<file path="src/hdl/att_pdu_event_parser_defines.svh">
// Assertion macros shared by the ATT PDU event parser modules.
`ifndef ATT_PDU_EVENT_PARSER_DEFINES_SVH
`define ATT_PDU_EVENT_PARSER_DEFINES_SVH

// Same-cycle implication, checked on every clock edge outside reset.
`define ATT_ASSERT_IMP(lbl, ante, cons, msg) \
	lbl: assert property (@(posedge clk) disable iff (!arst_n) (ante) |-> (cons)) \
		else $error(msg);

// Next-cycle implication, checked on every clock edge outside reset.
`define ATT_ASSERT_NXT(lbl, ante, cons, msg) \
	lbl: assert property (@(posedge clk) disable iff (!arst_n) (ante) |=> (cons)) \
		else $error(msg);

`endif

</file>
<file path="src/hdl/att_pkg.sv">
// Shared types and constants of the ATT PDU event parser.
package att_pkg;

	// ATT opcodes that the parser recognizes.
	localparam logic [7:0] OP_ERROR          = 8'h01;
	localparam logic [7:0] OP_MTU_RSP        = 8'h03;
	localparam logic [7:0] OP_FIND_INFO_RSP  = 8'h05;
	localparam logic [7:0] OP_FIND_VALUE_RSP = 8'h07;
	localparam logic [7:0] OP_BY_TYPE_RSP    = 8'h09;
	localparam logic [7:0] OP_READ_RSP       = 8'h0B;
	localparam logic [7:0] OP_GROUP_RSP      = 8'h11;
	localparam logic [7:0] OP_WRITE_RSP      = 8'h13;
	localparam logic [7:0] OP_NOTIFY         = 8'h1B;
	localparam logic [7:0] OP_INDICATE       = 8'h1D;

	// Event kinds as they appear on the result port.
	localparam logic [3:0] KIND_ERROR      = 4'd0;
	localparam logic [3:0] KIND_MTU        = 4'd1;
	localparam logic [3:0] KIND_READ       = 4'd2;
	localparam logic [3:0] KIND_BY_TYPE    = 4'd3;
	localparam logic [3:0] KIND_GROUP      = 4'd4;
	localparam logic [3:0] KIND_WRITE      = 4'd5;
	localparam logic [3:0] KIND_NOTIFY     = 4'd6;
	localparam logic [3:0] KIND_INDICATE   = 4'd7;
	localparam logic [3:0] KIND_FIND_INFO  = 4'd8;
	localparam logic [3:0] KIND_FIND_VALUE = 4'd9;
	localparam logic [3:0] KIND_UNKNOWN    = 4'd10;

	// Packet and record limits.
	localparam logic [15:0] MIN_PACKET = 16'd5;
	localparam logic [7:0]  MIN_RECORD = 8'd6;
	localparam logic [15:0] POS_MAX    = 16'hFFFF;
	localparam logic [15:0] ATT_CHANNEL_RESET = 16'd4;

	// Event queue between the parser front and the formatting back.
	localparam int EVQ_DEPTH = 4;
	localparam int EVQ_AW    = $clog2(EVQ_DEPTH);

	// Classified event as it travels through the queue.
	// info holds the record bytes for a group record, else ATT bytes 1..4.
	typedef struct packed {
		logic [3:0]  kind;
		logic [11:0] link;
		logic [15:0] length;
		logic [47:0] info;
	} evt_t;

endpackage

</file>
<file path="src/hdl/att_front.sv">
// Parser front: takes bytes, tracks packet state and classifies events.
`include "att_pdu_event_parser_defines.svh"
module att_front import att_pkg::*; (
	input  logic        clk,
	input  logic        arst_n,
	input  logic        accept,
	input  logic [7:0]  data_byte,
	input  logic        start_of_packet,
	input  logic        end_of_packet,
	input  logic [11:0] link_handle,
	input  logic        cfg_we,
	input  logic [15:0] cfg_wdata,
	output logic        evt_valid,
	output evt_t        evt
);

	logic [15:0] att_chan_q;
	logic [15:0] pos_q, len_q, chan_q;
	logic [7:0]  op_q, rsize_q, rpos_q;
	logic [31:0] fb_q;
	logic [47:0] rf_q;
	logic [11:0] link_q;

	logic        new_pkt;
	logic [15:0] p, len_b, chan_b;
	logic [7:0]  op_b, rsize_b, rpos_b;
	logic [31:0] fb_b;
	logic [47:0] rf_b;
	logic [11:0] link_b;

	logic [15:0] pos_n, len_n, chan_n;
	logic [7:0]  op_n, rsize_n, rpos_n, rp_inc;
	logic [31:0] fb_n;
	logic [47:0] rf_cur, rf_n;
	logic        grp_emit, fin_emit;
	logic [3:0]  fin_kind;

	// A start mark or an idle position opens a new packet with cleared fields.
	always_comb begin
		new_pkt = start_of_packet || (pos_q == 16'd0);
		p       = new_pkt ? 16'd0  : pos_q;
		len_b   = new_pkt ? 16'd0  : len_q;
		chan_b  = new_pkt ? 16'd0  : chan_q;
		op_b    = new_pkt ? 8'd0   : op_q;
		rsize_b = new_pkt ? 8'd0   : rsize_q;
		rpos_b  = new_pkt ? 8'd0   : rpos_q;
		fb_b    = new_pkt ? 32'd0  : fb_q;
		rf_b    = new_pkt ? 48'd0  : rf_q;
		link_b  = new_pkt ? link_handle : link_q;
	end

	// Per-byte update of the header fields and the group record tracker.
	always_comb begin
		len_n    = len_b;
		chan_n   = chan_b;
		op_n     = op_b;
		fb_n     = fb_b;
		rsize_n  = rsize_b;
		rpos_n   = rpos_b;
		rf_cur   = rf_b;
		rf_n     = rf_b;
		rp_inc   = rpos_b + 8'd1;
		grp_emit = 1'b0;
		pos_n    = p;
		if (p != POS_MAX) begin
			pos_n = p + 16'd1;
			case (p)
				16'd0: len_n[7:0]   = data_byte;
				16'd1: len_n[15:8]  = data_byte;
				16'd2: chan_n[7:0]  = data_byte;
				16'd3: chan_n[15:8] = data_byte;
				16'd4: op_n         = data_byte;
				default: begin
					case (p)
						16'd5: fb_n[7:0]   = data_byte;
						16'd6: fb_n[15:8]  = data_byte;
						16'd7: fb_n[23:16] = data_byte;
						16'd8: fb_n[31:24] = data_byte;
						default: fb_n = fb_b;
					endcase
					if (p == 16'd5) begin
						rsize_n = data_byte;
					end
					if ((op_b == OP_GROUP_RSP) && (p >= 16'd6) && (rsize_b >= MIN_RECORD)) begin
						case (rpos_b)
							8'd0: rf_cur[7:0]   = data_byte;
							8'd1: rf_cur[15:8]  = data_byte;
							8'd2: rf_cur[23:16] = data_byte;
							8'd3: rf_cur[31:24] = data_byte;
							8'd4: rf_cur[39:32] = data_byte;
							8'd5: rf_cur[47:40] = data_byte;
							default: rf_cur = rf_b;
						endcase
						if (rp_inc == rsize_b) begin
							grp_emit = ((p - 16'd4) < len_b) && (chan_b == att_chan_q);
							rpos_n   = 8'd0;
							rf_n     = 48'd0;
						end else begin
							rpos_n = rp_inc;
							rf_n   = rf_cur;
						end
					end
				end
			endcase
		end
	end

	// Packet-end classification with the per-opcode length checks.
	always_comb begin
		fin_emit = 1'b0;
		fin_kind = KIND_UNKNOWN;
		if (end_of_packet && (pos_n >= MIN_PACKET) && (chan_n == att_chan_q)
				&& (len_n != 16'd0)) begin
			case (op_n)
				OP_ERROR: begin
					fin_kind = KIND_ERROR;
					fin_emit = (len_n >= 16'd5);
				end
				OP_MTU_RSP: begin
					fin_kind = KIND_MTU;
					fin_emit = (len_n >= 16'd3);
				end
				OP_READ_RSP: begin
					fin_kind = KIND_READ;
					fin_emit = 1'b1;
				end
				OP_BY_TYPE_RSP: begin
					fin_kind = KIND_BY_TYPE;
					fin_emit = (len_n >= 16'd2);
				end
				OP_GROUP_RSP: begin
					fin_kind = KIND_GROUP;
					fin_emit = 1'b0;
				end
				OP_WRITE_RSP: begin
					fin_kind = KIND_WRITE;
					fin_emit = 1'b1;
				end
				OP_NOTIFY: begin
					fin_kind = KIND_NOTIFY;
					fin_emit = (len_n >= 16'd3);
				end
				OP_INDICATE: begin
					fin_kind = KIND_INDICATE;
					fin_emit = (len_n >= 16'd3);
				end
				OP_FIND_INFO_RSP: begin
					fin_kind = KIND_FIND_INFO;
					fin_emit = (len_n >= 16'd2);
				end
				OP_FIND_VALUE_RSP: begin
					fin_kind = KIND_FIND_VALUE;
					fin_emit = 1'b1;
				end
				default: begin
					fin_kind = KIND_UNKNOWN;
					fin_emit = 1'b1;
				end
			endcase
		end
	end

	// Event toward the queue; a group record takes precedence over packet end.
	always_comb begin
		evt_valid  = accept && (grp_emit || fin_emit);
		evt.kind   = grp_emit ? KIND_GROUP : fin_kind;
		evt.link   = link_b;
		evt.length = len_n;
		evt.info   = grp_emit ? rf_cur : {16'd0, fb_n};
	end

	// Channel register and packet state.
	always_ff @(posedge clk or negedge arst_n) begin
		if (!arst_n) begin
			att_chan_q <= ATT_CHANNEL_RESET;
			pos_q      <= 16'd0;
			len_q      <= 16'd0;
			chan_q     <= 16'd0;
			op_q       <= 8'd0;
			fb_q       <= 32'd0;
			rsize_q    <= 8'd0;
			rpos_q     <= 8'd0;
			rf_q       <= 48'd0;
			link_q     <= 12'd0;
		end else begin
			if (cfg_we) begin
				att_chan_q <= cfg_wdata;
			end
			if (accept) begin
				pos_q   <= end_of_packet ? 16'd0 : pos_n;
				len_q   <= len_n;
				chan_q  <= chan_n;
				op_q    <= op_n;
				fb_q    <= fb_n;
				rsize_q <= rsize_n;
				rpos_q  <= rpos_n;
				rf_q    <= rf_n;
				link_q  <= link_b;
			end
		end
	end

endmodule

</file>
<file path="src/hdl/att_evq.sv">
// Short event queue between the parser front and the formatting back.
`include "att_pdu_event_parser_defines.svh"
module att_evq import att_pkg::*; (
	input  logic  clk,
	input  logic  arst_n,
	input  logic  wr,
	input  evt_t  wr_data,
	input  logic  rd,
	output evt_t  rd_data,
	output logic  full,
	output logic  empty
);

	evt_t              mem_q [EVQ_DEPTH];
	logic [EVQ_AW-1:0] wptr_q, rptr_q;
	logic [EVQ_AW:0]   count_q;

	assign full    = (count_q == EVQ_AW'(0) + (EVQ_AW+1)'(EVQ_DEPTH));
	assign empty   = (count_q == '0);
	assign rd_data = mem_q[rptr_q];

	// Entry storage.
	always_ff @(posedge clk) begin
		if (wr) begin
			mem_q[wptr_q] <= wr_data;
		end
	end

	// Pointers and fill count.
	always_ff @(posedge clk or negedge arst_n) begin
		if (!arst_n) begin
			wptr_q  <= '0;
			rptr_q  <= '0;
			count_q <= '0;
		end else begin
			if (wr) begin
				wptr_q <= wptr_q + EVQ_AW'(1);
			end
			if (rd) begin
				rptr_q <= rptr_q + EVQ_AW'(1);
			end
			if (wr && !rd) begin
				count_q <= count_q + (EVQ_AW+1)'(1);
			end else if (rd && !wr) begin
				count_q <= count_q - (EVQ_AW+1)'(1);
			end
		end
	end

	`ATT_ASSERT_IMP(a_no_overflow, wr, !full || rd, "event written into a full queue")
	`ATT_ASSERT_IMP(a_no_underflow, rd, !empty, "event read from an empty queue")
	`ATT_ASSERT_NXT(a_count_up, wr && !rd, count_q == $past(count_q) + (EVQ_AW+1)'(1), "fill count did not rise on a write")
	`ATT_ASSERT_IMP(a_count_bound, 1'b1, count_q <= (EVQ_AW+1)'(EVQ_DEPTH), "fill count beyond queue depth")

endmodule

</file>
<file path="src/hdl/att_back.sv">
// Formatting back: expands queued events into result fields and holds the result.
module att_back import att_pkg::*; (
	input  logic        clk,
	input  logic        arst_n,
	input  logic        q_empty,
	input  evt_t        q_data,
	output logic        q_rd,
	input  logic        pop,
	output logic        empty,
	output logic [3:0]  event_kind,
	output logic [11:0] event_link,
	output logic [15:0] attr_handle,
	output logic [1:0]  data_offset,
	output logic [15:0] data_len,
	output logic [15:0] peer_mtu,
	output logic [15:0] group_start,
	output logic [15:0] group_end,
	output logic [15:0] group_uuid,
	output logic        confirm_request
);

	logic        out_valid_q;
	logic [15:0] handle_c, length_c, mtu_c;
	logic [1:0]  offset_c;
	logic [47:0] rec_c;
	logic        confirm_c;

	// Take the queue head when the result register is free or being emptied.
	assign q_rd  = !q_empty && (!out_valid_q || pop);
	assign empty = !out_valid_q;

	// Per-kind field selection.
	always_comb begin
		handle_c  = 16'd0;
		mtu_c     = 16'd0;
		rec_c     = 48'd0;
		confirm_c = 1'b0;
		offset_c  = 2'd1;
		length_c  = q_data.length - 16'd1;
		case (q_data.kind)
			KIND_ERROR: begin
				handle_c = q_data.info[23:8];
			end
			KIND_MTU: begin
				mtu_c    = q_data.info[15:0];
				length_c = 16'd2;
			end
			KIND_GROUP: begin
				rec_c = q_data.info;
			end
			KIND_WRITE: begin
				offset_c = 2'd0;
				length_c = 16'd0;
			end
			KIND_NOTIFY, KIND_INDICATE: begin
				handle_c  = q_data.info[15:0];
				offset_c  = 2'd3;
				length_c  = q_data.length - 16'd3;
				confirm_c = (q_data.kind == KIND_INDICATE);
			end
			KIND_UNKNOWN: begin
				offset_c = 2'd0;
				length_c = q_data.length;
			end
			default: begin
				offset_c = 2'd1;
			end
		endcase
	end

	// Result valid flag.
	always_ff @(posedge clk or negedge arst_n) begin
		if (!arst_n) begin
			out_valid_q <= 1'b0;
		end else if (q_rd) begin
			out_valid_q <= 1'b1;
		end else if (pop) begin
			out_valid_q <= 1'b0;
		end
	end

	// Result payload register.
	always_ff @(posedge clk) begin
		if (q_rd) begin
			event_kind      <= q_data.kind;
			event_link      <= q_data.link;
			attr_handle     <= handle_c;
			data_offset     <= offset_c;
			data_len        <= length_c;
			peer_mtu        <= mtu_c;
			group_start     <= rec_c[15:0];
			group_end       <= rec_c[31:16];
			group_uuid      <= rec_c[47:32];
			confirm_request <= confirm_c;
		end
	end

endmodule

</file>
<file path="src/hdl/att_pdu_event_parser.sv">
// Top level of the ATT PDU event parser.
// The parser takes one ACL payload byte per clock while full is low (L2CAP
// header first) and classifies the ATT PDU it carries; each byte is parsed in
// the cycle it is accepted, and any event it causes is written into a four-entry
// event queue on that same edge. The oldest event reaches the result ports from
// the queue through a single result register, once that register is empty or
// being popped. full rises only when the four queue entries and the result
// register all hold events that have not been popped. Packet end gives at most
// one event; a read-by-group-type response instead gives one event per complete
// record. The user must write the channel register through cfg_we and cfg_wdata
// only while idle; the block itself does not enforce it.
module att_pdu_event_parser import att_pkg::*; (
	input  logic        clk,
	input  logic        arst_n,
	input  logic        push,
	output logic        full,
	input  logic [7:0]  data_byte,
	input  logic        start_of_packet,
	input  logic        end_of_packet,
	input  logic [11:0] link_handle,
	output logic        empty,
	input  logic        pop,
	output logic [3:0]  event_kind,
	output logic [11:0] event_link,
	output logic [15:0] attr_handle,
	output logic [1:0]  data_offset,
	output logic [15:0] data_len,
	output logic [15:0] peer_mtu,
	output logic [15:0] group_start,
	output logic [15:0] group_end,
	output logic [15:0] group_uuid,
	output logic        confirm_request,
	input  logic        cfg_we,
	input  logic [15:0] cfg_wdata
);

	logic accept;
	logic evt_valid;
	evt_t evt;
	evt_t q_data;
	logic q_full, q_empty, q_rd;

	// A byte is taken whenever the event queue has room.
	assign full   = q_full;
	assign accept = push && !q_full;

	// Byte parser and classifier.
	att_front u_front (
		.clk             (clk),
		.arst_n          (arst_n),
		.accept          (accept),
		.data_byte       (data_byte),
		.start_of_packet (start_of_packet),
		.end_of_packet   (end_of_packet),
		.link_handle     (link_handle),
		.cfg_we          (cfg_we),
		.cfg_wdata       (cfg_wdata),
		.evt_valid       (evt_valid),
		.evt             (evt)
	);

	// Event queue.
	att_evq u_evq (
		.clk     (clk),
		.arst_n  (arst_n),
		.wr      (evt_valid),
		.wr_data (evt),
		.rd      (q_rd),
		.rd_data (q_data),
		.full    (q_full),
		.empty   (q_empty)
	);

	// Result formatting and output register.
	att_back u_back (
		.clk             (clk),
		.arst_n          (arst_n),
		.q_empty         (q_empty),
		.q_data          (q_data),
		.q_rd            (q_rd),
		.pop             (pop),
		.empty           (empty),
		.event_kind      (event_kind),
		.event_link      (event_link),
		.attr_handle     (attr_handle),
		.data_offset     (data_offset),
		.data_len        (data_len),
		.peer_mtu        (peer_mtu),
		.group_start     (group_start),
		.group_end       (group_end),
		.group_uuid      (group_uuid),
		.confirm_request (confirm_request)
	);

endmodule
</file>
<file path="config.mk">
export PLATFORM = sky130hd
export DESIGN_NAME = att_pdu_event_parser
export DESIGN_NICKNAME = d
export VERILOG_FILES = /design/src/hdl/att_pkg.sv /design/src/hdl/att_front.sv /design/src/hdl/att_evq.sv /design/src/hdl/att_back.sv /design/src/hdl/att_pdu_event_parser.sv
export VERILOG_INCLUDE_DIRS = /design/src /design/src/hdl
export SDC_FILE = /design/constraint.sdc
export NUM_CORES = 1
export LEC_CHECK = 0
export BUFFER_PORTS_ARGS = -buffer_cell sky130_fd_sc_hd__buf_2
export CAP_MARGIN = 20
export CORE_ASPECT_RATIO = 0.6
export CORE_MARGIN = 8
export CORE_UTILIZATION = 30
export CTS_CLUSTER_DIAMETER = 60
export DETAILED_ROUTE_END_ITERATION = 8
export GPL_ROUTABILITY_DRIVEN = 0
export PLACE_DENSITY = 0.45
export SLEW_MARGIN = 10
export SYNTH_ARGS = -nofsm -noshare
export SYNTH_HDL_FRONTEND = slang
export SYNTH_SLANG_ARGS = --single-unit
</file>
<file path="constraint.sdc">
create_clock -name clk -period 18.5 [get_ports clk]
set_input_delay 1.85 -clock clk [delete_from_list [all_inputs] [get_ports clk]]
set_output_delay 1.85 -clock clk [all_outputs]
set_load 0.005 [all_outputs]
</file>
==> flow_metrics.env <==
export IMPL_min_to="u_front.rf_q[26]"
export IMPL_yosys_cell_types_count=83
export IMPL_ir_drop_uv=65.53
export IMPL_crit_fanout=64
export IMPL_post_cts_buffers=0
export IMPL_syn_nets=2274
export IMPL_clk_pin_slew_ns=0.06
export IMPL_wl_per_cell_um=23.20
export IMPL_regToRegEndpoint="u_evq.mem_q[0][25]"
export IMPL_placed_cells=3496
export IMPL_criticalPathCategory="in -> reg"
export IMPL_wl_mm=83.95
export IMPL_post_cts_resized=0
export IMPL_clock_latency_ns=0.64
export IMPL_power_share_combinational_pct=23.6
export IMPL_status="finished, final reports clean"
export IMPL_final_setup_tns_ns=0
export IMPL_power_mw=4.200
export IMPL_start_kind="input pin"
export IMPL_cts_hold_buf=0
export IMPL_crit_reg2reg_launch="u_front.pos_q[2]"
export IMPL_root_buffer="clkbuf_16"
export IMPL_ys_warn_count=0
export IMPL_synthArstFlopShare_pct=30.18
export IMPL_dp_slack_ns=9.444
export IMPL_fp_dieH_um=252.9
export IMPL_antenna_found_initial=6
export IMPL_worst_ep_arrival_time_ns=8.67
export IMPL_drc=0
export IMPL_grt_overflow_total=0
export IMPL_leakagePower_nw=12.22
export IMPL_clkSinkCount=623
export IMPL_min_from="u_front.rf_q[26]"
export IMPL_synth_edf_count=435
export IMPL_initial_core_util_pct=30.07
export IMPL_die_w_um=410.8
export IMPL_reg2reg_depth=17
export IMPL_ant_nets=0
export IMPL_cts_tree="yes"
export IMPL_dp_final_hpwl_mm=53.98
export IMPL_period_needed_ns=8.419
export IMPL_max_cap_viol_count=0
export IMPL_final_cells=3618
export IMPL_switching_share_pct=30.99
export IMPL_via_per_inst=5.272
export IMPL_holdPathStages=2
export IMPL_io_pins=160
export IMPL_synth_flop_cell="edfxtp_1"
export IMPL_power_frac_clock_pct=32.8
export IMPL_numCtsBuffers=66
export IMPL_worst_slew_pin_slew_ns=1.016
export IMPL_grt_usage_pct=15.96
export IMPL_hold_viol=0
export IMPL_dieArea_sq_mm=0.1039
export IMPL_fillers=9082
export IMPL_worst_slack_ns=10.08
export IMPL_row_count=87
export IMPL_ys_ff_latch=623
export IMPL_final_cell_mix="edfxtp_1 (435), nand2_1 (278), dfrtp_1 (185), nor2_1 (167), buf_2 (160)"
export IMPL_layout_commonest_cell="edfxtp_1"
export IMPL_grt_max_degree=112
export IMPL_drt_first_pass_iters=6
export IMPL_timing_hold_ws_ns=0.4955
export IMPL_drt_iter0_markers=1932
export IMPL_drive_above_1_share_pct=18.30
export IMPL_core_area_sq_mm=0.09329
export IMPL_cp_end_kind="register"
export IMPL_slew_viol_final=0
export IMPL_syn2layout_area_growth_pct=15.68
export IMPL_hold_path_class="reg -> reg"
export IMPL_netlist_area_sq_mm=0.02805
export IMPL_syn_avg_cell_area_sq_um=12.72
export IMPL_layout_nets=2390
export IMPL_setup_viol=0
export IMPL_ctsLongestPathBuffers=3
export IMPL_yosysSeqAreaShare_pct=63.34
export IMPL_grt_pass1_vias=19070
export IMPL_post_route_period_util_pct=45.51
export IMPL_port_buffers=159
export IMPL_internal_power_mw=2.898
export IMPL_p_switching_mw=1.301
export IMPL_clock_skew_ns=0.02546
export IMPL_cp_required_ns=18.75
export IMPL_grt_pass1_wl_mm=126.2
export IMPL_rsz0062_at_grt="no"
export IMPL_power_frac_seq_pct=43.6
export IMPL_max_freq_ghz=0.1188
export IMPL_power_density_mw_per_mm2=129.4
export IMPL_timing_slew_headroom_pct=31.92
export IMPL_synth_cells=2205
export IMPL_htree_levels=3
export IMPL_num_antenna_cells=0
export IMPL_reg2reg_slack_ns=10.64
export IMPL_vias=19070
-- how the worst max path moves through the flow --
| stage | slack [ns] | cells after the start | startpoint | end |
|---|---|---|---|---|
| 5_1_grt | 9.53 | 17 | start_of_packet | u_evq.mem_q[0][25] |
| 2_1_floorplan | 8.35 | 20 | start_of_packet | u_evq.mem_q[0][0] |
| 6_report | 10.08 | 17 | start_of_packet | u_evq.mem_q[0][25] |
| 4_1_cts | 10.15 | 17 | start_of_packet | u_evq.mem_q[0][25] |
| 3_5_place_dp | 9.44 | 17 | start_of_packet | u_evq.mem_q[0][26] |
| 3_3_place_gp | 9.63 | 17 | start_of_packet | u_evq.mem_q[1][26] |
-- kinds of logic after synthesis --
| group | synth area share (%) |
|---|---|
| and+or+nand+nor | 11.97 |
| buffers and inverters | 2.783 |
| muxes | 7.020 |
| DFF | 63.34 |
| xor gates and xnor gates | 1.467 |
| AOI/OAI and AO/OA | 12.18 |
| adders and majority gates | 1.253 |
-- critical path: stages --
cell and delay [ns]:
buf_2 0.26, a41oi_4 0.61, buf_4 0.68, buf_4 0.67, nand2_1 0.21, inv_1 0.13, ha_1 0.26, nand3_1 0.17
nor3b_1 0.24, o2111ai_1 0.14, or4b_1 0.69, or4_1 0.58, nor2_1 0.26, o21ai_2 0.28, nor2_4 0.14, buf_4 0.54
buf_4 0.68
-- power groups by stage --
stage / clock, mW / combinational [mW] / sequential, mW
2_1_floorplan: 0 / 0.613 / 1.82
3_3_place_gp: 0 / 0.999 / 1.86
3_5_place_dp: 0 / 1.01 / 1.86
4_1_cts: 1.42 / 1.02 / 1.84
5_1_grt: 1.47 / 1.09 / 1.86
6_report: 1.38 / 0.993 / 1.83
-- metal layers --
metal / track usage [%] / vias up / part of all wire, %
li1: - / 8584 / -
met1: 23.90 / 9717 / 49
met2: 23.14 / 633 / 42
met3: 4.110 / 132 / 7.0
met4: 3.423 / 8 / 1.9
met5: 0 / - / 0.081
-- registers in the layout, summed over array words and instances, names as in the netlist, 16 cells and up --
| name | flops |
|---|---|
| u_evq.mem_q | 320 |
| u_back.data_len | 16 |
| u_back.group_uuid | 16 |
| u_back.group_start | 16 |
| u_back.attr_handle | 16 |
| u_front.att_chan_q | 16 |
| u_back.peer_mtu | 16 |
| u_front.pos_q | 16 |
| u_front.fb_q | 32 |
| u_front.len_q | 16 |
| u_front.rf_q | 48 |
| u_back.group_end | 16 |
| u_front.chan_q | 16 |
-- layout make-up --
| class | instances | area [sq um] | share of cell area, % |
|---|---|---|---|
| flip-flops and latches | 623 | 17780 | 54.77 |
| clock inverters | 30 | 357.8 | 1.103 |
| repair buffers | 200 | 1127 | 3.474 |
| multi-input cells | 1388 | 9615 | 29.63 |
| clock buffers | 89 | 1861 | 5.733 |
| inverters | 42 | 157.7 | 0.4858 |
| well taps | 1246 | 1559 | 4.804 |
-- cells in the mapped netlist (7+ instances only) --
cell	instances	area (sq um)
edfxtp_1	435	13060
nand2_1	278	1044
dfrtp_1	187	4679
nor2_1	174	653.1
a21oi_1	120	600.6
a22o_1	113	989.7
o21ai_0	112	560.5
clkbuf_1	105	394.1
mux4_2	80	1802
and3_1	55	344.1
inv_1	41	153.9
nand3_1	38	190.2
nor3_1	33	165.2
a31oi_1	29	181.4
xnor2_1	29	254.0
ha_1	24	300.3
and2_1	22	137.6
buf_1	22	82.58
buf_2	20	100.1
a311oi_1	18	157.7
nand4_1	18	112.6
xor2_1	18	157.7
a22oi_1	16	120.1
nand2b_1	16	100.1
or3_1	14	87.58
a211oi_1	13	97.59
nor4_1	13	81.33
a21o_1	12	90.09
mux2_2	10	112.6
o31ai_1	10	75.07
or4_1	9	67.56
o211ai_1	7	52.55
-- per-stage QoR --
| stage | util (%) | cell area, sq um |
|---|---|---|
| 2_1_floorplan | - | 28050 |
| 4_1_cts | 34.76 | 32420 |
| 3_5_place_dp | 32.38 | 30210 |
| 5_1_grt | 34.79 | 32450 |
| 6_report | 34.79 | 32450 |
| 3_3_place_gp | 32.33 | 30160 |
(Power assumes the default switching activity.)
